File: config.mk
export PLATFORM = sky130hd
export DESIGN_NAME = y2p_pos
export DESIGN_NICKNAME = d
export VERILOG_FILES = /design/src/rtl/core/y2p_pkg.sv /design/src/rtl/core/y2p_pos.sv
export SDC_FILE = /design/constraint.sdc
export NUM_CORES = 1
export LEC_CHECK = 0
export BUFFER_PORTS_ARGS = -buffer_cell sky130_fd_sc_hd__buf_2
export CAP_MARGIN = 5
export CORE_MARGIN = 5
export CORE_UTILIZATION = 48
export CTS_CLUSTER_DIAMETER = 120
export DETAILED_ROUTE_END_ITERATION = 12
export GPL_ROUTABILITY_DRIVEN = 0
export PLACE_DENSITY = 0.77
export SYNTH_ARGS = -nofsm -noshare
export SYNTH_HDL_FRONTEND = slang
export SYNTH_SLANG_ARGS = --single-unit
File: constraint.sdc
create_clock -name clk_i -period 2.65 [get_ports clk_i]
set_input_delay 0.1325 -clock clk_i [delete_from_list [all_inputs] [get_ports clk_i]]
set_output_delay 0.1325 -clock clk_i [all_outputs]
set_load 0.02 [all_outputs]
File: src/rtl/core/y2p_pkg.sv
// ----------------------------------------------------------------------------
// y2p_pkg
// Shared types and codes for the YUYV to planar converter.
// ----------------------------------------------------------------------------
package y2p_pkg;

  localparam int unsigned CountW = 11;  // row and column counter width
  localparam int unsigned SizeW  = 12;  // width / height register width
  localparam int unsigned CountLimit = 2048;

  // capture modes
  localparam logic [1:0] MODE_GREY   = 2'd0;
  localparam logic [1:0] MODE_YUV422 = 2'd1;
  localparam logic [1:0] MODE_DROP   = 2'd2;
  localparam logic [1:0] MODE_AVG    = 2'd3;

  // register indexes (byte address / 4)
  localparam logic [1:0] REG_MODE   = 2'd0;
  localparam logic [1:0] REG_WIDTH  = 2'd1;
  localparam logic [1:0] REG_HEIGHT = 2'd2;

  // how the chroma pair of a word is reported
  typedef enum logic [1:0] {
    CK_NONE,
    CK_PASS,
    CK_AVG
  } chroma_kind_e;

  // position of one capture word in the frame
  typedef struct packed {
    logic [CountW-1:0] row;
    logic [CountW-1:0] col;
    logic              frame_end;
  } pos_t;

endpackage

File: src/rtl/core/y2p_pos.sv
// ----------------------------------------------------------------------------
// y2p_pos
// Column and row counters; flags line and frame ends.
// ----------------------------------------------------------------------------
module y2p_pos #(
  parameter int unsigned MAX_WIDTH  = 2048,
  parameter int unsigned MAX_HEIGHT = 2048
) (
  input  logic                       clk_i,
  input  logic                       rst_ni,
  input  logic                       acc_i,
  input  logic [1:0]                 mode_i,
  input  logic [y2p_pkg::SizeW-1:0]  line_width_i,
  input  logic [y2p_pkg::SizeW-1:0]  frame_height_i,
  output y2p_pkg::pos_t              pos_o
);
  import y2p_pkg::*;

  localparam int unsigned ClampW = (MAX_WIDTH < CountLimit) ? MAX_WIDTH : CountLimit;
  localparam int unsigned ClampH = (MAX_HEIGHT < CountLimit) ? MAX_HEIGHT : CountLimit;

  logic [CountW-1:0] col_q, col_d;
  logic [CountW-1:0] row_q, row_d;
  logic [SizeW-1:0]  w_eff, h_eff;
  logic [SizeW-1:0]  col_sum, row_sum;
  logic [2:0]        step;
  logic              line_end, last_row;

  assign w_eff = (line_width_i > SizeW'(ClampW)) ? SizeW'(ClampW) : line_width_i;
  assign h_eff = (frame_height_i > SizeW'(ClampH)) ? SizeW'(ClampH) : frame_height_i;

  assign step     = (mode_i == MODE_GREY) ? 3'd4 : 3'd2;
  assign col_sum  = {1'b0, col_q} + SizeW'(step);
  assign row_sum  = {1'b0, row_q} + SizeW'(1);
  assign line_end = col_sum >= w_eff;
  assign last_row = row_sum >= h_eff;

  always_comb begin
    col_d = col_q;
    row_d = row_q;
    if (acc_i) begin
      if (line_end) begin
        col_d = '0;
        row_d = last_row ? '0 : row_sum[CountW-1:0];
      end else begin
        col_d = col_sum[CountW-1:0];
      end
    end
  end

  always_ff @(posedge clk_i or negedge rst_ni) begin
    if (!rst_ni) begin
      col_q <= '0;
      row_q <= '0;
    end else begin
      col_q <= col_d;
      row_q <= row_d;
    end
  end

  assign pos_o.row       = row_q;
  assign pos_o.col       = col_q;
  assign pos_o.frame_end = line_end && last_row;

endmodule

# == Yosys cells after proc, flatten, opt, wreduce, memory -nomap -nowiden ==
# Cells that the tools add are included.
# Widths: inputs -> output; s select.
# word_totals
rom_bits,0
n_memories,0
ff_bits,22
input_bits,29
wordCells,16
ramBits,0
latchBits,0
# op_classes
n_eq_ne,0
n_reduce_logical,3
n_div,0
n_shift,0
order_cmp,4
add_sub_neg,2
n_mux,5
mul,0
bitwise,0
# ops
cell,n
$ge 12x12->1,2
$gt 12x12->1 const B,2
$mux 12,2
$mux 11,2
$add 11x1->12 const B,1
$add 11x3->12,1
$mux 3,1
$logic_not 2->1,1
$reduce_and 2->1,1
$logic_and 1x1->1,1

# == Logic depth before layout (Yosys ltp) ==
# logic_depth
ltp_word,5
ltp_mapped,14
depth_no_buf,13

# == Worst setup path before layout ==
# Ideal clock, no wire load.
# synth_path
path_type,register -> output
startpoint,register col_q[1]
endpoint,output port pos_o[0] in the netlist's numbering
slack_ps,-502
stages_incl_launch_ff,13
required_time_ps,2518
path_buffers,1
arrival_time_ps,3019
path_cell_list,dfrtp_1 ha_1 fa_1 nand2_1 nor2_4 and3_1 and3_1 ha_1 nand2_1 nor3_1 a221oi_1 buf_4 nor3_1
# synth_lines
item,line,text
start: declaration,y2p_pos.sv:22,"logic [CountW-1:0] col_q, col_d;"
start signal: assignment,y2p_pos.sv:56,col_q <= col_d;
end: declaration,y2p_pos.sv:15,output y2p_pkg::pos_t pos_o

# == Worst setup path in the final report ==
# layout_path
startpoint,register col_q[1]
endpoint,register row_q[5]
# layout_via
elab_chain_cells,3
# layout_lines
item,line,text
$add 11x3->12,y2p_pos.sv:33,"assign col_sum = {1'b0, col_q} + SizeW'(step);"
$ge 12x12->1,y2p_pos.sv:35,assign line_end = col_sum >= w_eff;
$reduce_and 2->1 (no source line),--,
end signal: assignment,y2p_pos.sv:57,row_q <= row_d;
end: declaration,y2p_pos.sv:23,"logic [CountW-1:0] row_q, row_d;"
# Every way passes these cells.
# A chain may end at the register's enable or synchronous reset.

==> flow_metrics.env <==
export IMPL_status="finished with violations"
export IMPL_violations="setup timing"
export IMPL_htree_levels=1
export IMPL_synth_edf_count=0
export IMPL_detail_route_antenna_nets=0
export IMPL_io_pins=52
export IMPL_cts_tree="yes"
export IMPL_grt_ovfl_total=0
export IMPL_rows=23
export IMPL_clock_sinks=21
export IMPL_drt_vias_per_instance=5.566
export IMPL_worst_endpoint_required_ps=2830
export IMPL_yosys_area_share_adder_pct=17.57
export IMPL_drive_gt1_share_pct=50.91
export IMPL_grt_util_all_layers_pct=21.92
export IMPL_async_flop_share_pct=100.0
export IMPL_most_common_layout_cells="50 x buf_4, 49 x buf_2, 32 x nand2_1"
export IMPL_synth_top_family_by_area="compound AO/OA/AOI/OAI gates"
export IMPL_synth_compound_area_share_pct=23.36
export IMPL_fill_cells=275
export IMPL_area_delta_synth_final_pct=54.17
export IMPL_yosys_area_share_simple_pct=21.45
export IMPL_hp_class="input port to flip-flop"
export IMPL_cts_buffer_depth=2
export IMPL_switching_share_pct=43.51
export IMPL_final_setup_worst_slack_ps=-335.1
export IMPL_drt_iter0_markers=114
export IMPL_post_drt_wl_per_cell_um=15.61
export IMPL_fin_crit_sh_pct=112.6
export IMPL_p_per_area_mw_per_mm2=655.3
export IMPL_dp_hpwl_um=4163
export IMPL_p_leak_nw=1.457
export IMPL_ys_warn_count=0
export IMPL_rsz0062_at_grt="true"
export IMPL_grt_max_degree=22
export IMPL_diodes=0
export IMPL_grt_pass1_vias=2078
export IMPL_endpoint_kind="flip-flop"
export IMPL_port_buffers=50
export IMPL_switching_power_uw=864.1
export IMPL_placedCellCount=365
export IMPL_peakVddDrop_uv=486.2
export IMPL_drc=0
export IMPL_path_clk_slew_ps=80
export IMPL_whs_ps=290.7
export IMPL_final_nets=387
export IMPL_crit_fanout=7
export IMPL_cp_arrival_ps=3170
export IMPL_mostFrequentLayoutCell="buf_4"
export IMPL_coreArea_mm2=0.003971
export IMPL_die_area_mm2=0.005475
export IMPL_pwr_share_comb_pct=65.6
export IMPL_seq_area_frac_synth_pct=26.73
export IMPL_dr_pass1_iters=4
export IMPL_clk_insertion_delay_late_ps=260
export IMPL_initial_core_util_pct=49.50
export IMPL_numCtsBuffers=3
export IMPL_clock_root_buffer="clkbuf_8"
export IMPL_ys_ff_latch=21
export IMPL_total_power_mw=1.986
export IMPL_r2r_start="col_q[1]"
export IMPL_startpoint="col_q[1]"
export IMPL_path_class="flip-flop to flip-flop"
export IMPL_grt_pass1_wl_um=9390
export IMPL_finClkSkew_ps=6.445
export IMPL_die_height_um=73.99
export IMPL_syn_avg_cell_area_um2=8.698
export IMPL_seqPwrFrac_pct=23.6
export IMPL_min_from="acc_i"
export IMPL_worst_pin_slew_ps=676.0
export IMPL_timing_final_crit_period_ps=2985
export IMPL_setup_viol=22
export IMPL_ys_flop_type="dfrtp_1"
export IMPL_cap_viol_max_count=0
export IMPL_startpoint_type="flip-flop"
export IMPL_synth_xor_area_share_pct=6.684
export IMPL_fmax_mhz=335.0
export IMPL_finalHoldViolCount=0
export IMPL_maxSlewViolCount=0
export IMPL_yosysUniqueCellTypes=51
export IMPL_vias=2115
export IMPL_synth_area_mm2=0.001966
export IMPL_syn_nets=282
export IMPL_timing_slew_headroom_pct=54.88
export IMPL_power_internal_mw=1.122
export IMPL_instances_no_fill=380
export IMPL_antenna_found_initial=0
export IMPL_final_core_util_pct=76.31
export IMPL_syn_inst=226
export IMPL_setup_tns_ps=-5856
export IMPL_synth_mux_area_share_pct=0
export IMPL_pwr_share_clk_pct=10.7
export IMPL_die_w_um=73.99
export IMPL_wl_um=5930
==> timing repair <==
item,CTS,global route
cloned,1,0
resized for setup,33,23
pin swaps,12,14
buffers inserted,9,4
endpoints found under the hold margin,21,0
endpoints found under the setup margin,22,22
hold buffers,1,0
==> per-layer routing <==
| metal | vias up | track usage (%) | share of wire [%] |
|---|---|---|---|
| met3 | 18 | 2.027 | 5.2 |
| met2 | 72 | 40.16 | 52 |
| li1 | 1033 | - | - |
| met1 | 992 | 25.74 | 40 |
| met5 | - | 0 | 0 |
| met4 | 0 | 9.859 | 3.4 |
==> final timing paths <==
| path | to | slack (ps) | cells after the start |
|---|---|---|---|
| max | row_q[5] | -340 | 12 |
| min | col_q[2] | 290 | 3 |
| max reg2reg | row_q[5] | -340 | 12 |
| min reg2reg | row_q[10] | 580 | 2 |
| max in group asynchronous | col_q[2] | 1920 | 2 |
| min in group asynchronous | row_q[4] | 370 | 2 |
==> registers in the layout (all words and copies together) (netlist names) <==
signal	cells
col_q	10
row_q	11
==> synthesized netlist by cell type, drive strengths merged (5+ instances only) <==
master   instances  area [µm²]
xnor2            7       61.31
a22o             5       43.79
inv             10       37.54
ha              26       325.3
nor3             8       50.05
o2bb2ai          5       43.79
nand3            7       40.04
nand2           35       133.9
nor2             9       43.80
o21ai           26       145.1
and3             6       37.54
xor2             8       70.07
a21oi            5       25.02
dfrtp           21       525.5
o211ai           6       50.05
==> final cells by class <==
| type | instances | area (µm²) | area share (%) |
|---|---|---|---|
| multi-input cells | 188 | 1632 | 53.84 |
| repair buffers | 107 | 721.9 | 23.82 |
| flip-flops and latches | 21 | 530.5 | 17.51 |
| well taps | 50 | 62.56 | 2.064 |
| clock buffers | 3 | 41.29 | 1.363 |
| inverters | 10 | 37.54 | 1.239 |
| clock inverters | 1 | 5.005 | 0.1652 |
==> power by group through the flow <==
stage               clock [mW]  sequential [mW]  combinational, mW
floorplan                    0            0.572              0.515
global placement             0            0.464               1.07
detailed placement           0            0.466               1.11
CTS                      0.217            0.462               1.24
global route             0.228            0.481               1.43
finish                   0.213            0.469               1.30
==> worst max-delay path: stages, from the launching register on <==
cell,delay (ps)
dfrtp_2,430
ha_4,170
fa_2,370
nand2_2,110
nor2_4,40
and3_4,200
xor2_4,160
ha_4,280
nand4_1,80
nor3_2,260
a221o_2,350
o211ai_2,220
o211ai_1,220
==> metrics by stage <==
stage | area (µm²) | setup WS [ps]
2_1_floorplan | 2009 | -133.5
3_3_place_gp | 2626 | -360.7
3_5_place_dp | 2626 | -433.4
4_1_cts | 2920 | -323.6
5_1_grt | 3030 | -495.6
6_report | 3030 | -335.1
==> logic make-up after synthesis <==
kind of cell,after synthesis
AOI/OAI and AO/OA,63
xor gates and xnor gates,15
adders and majority gates,27
buffers and inverters,17
DFF,21
other,1
and+or+nand+nor,82
Power figures use the tool's default switching activity.
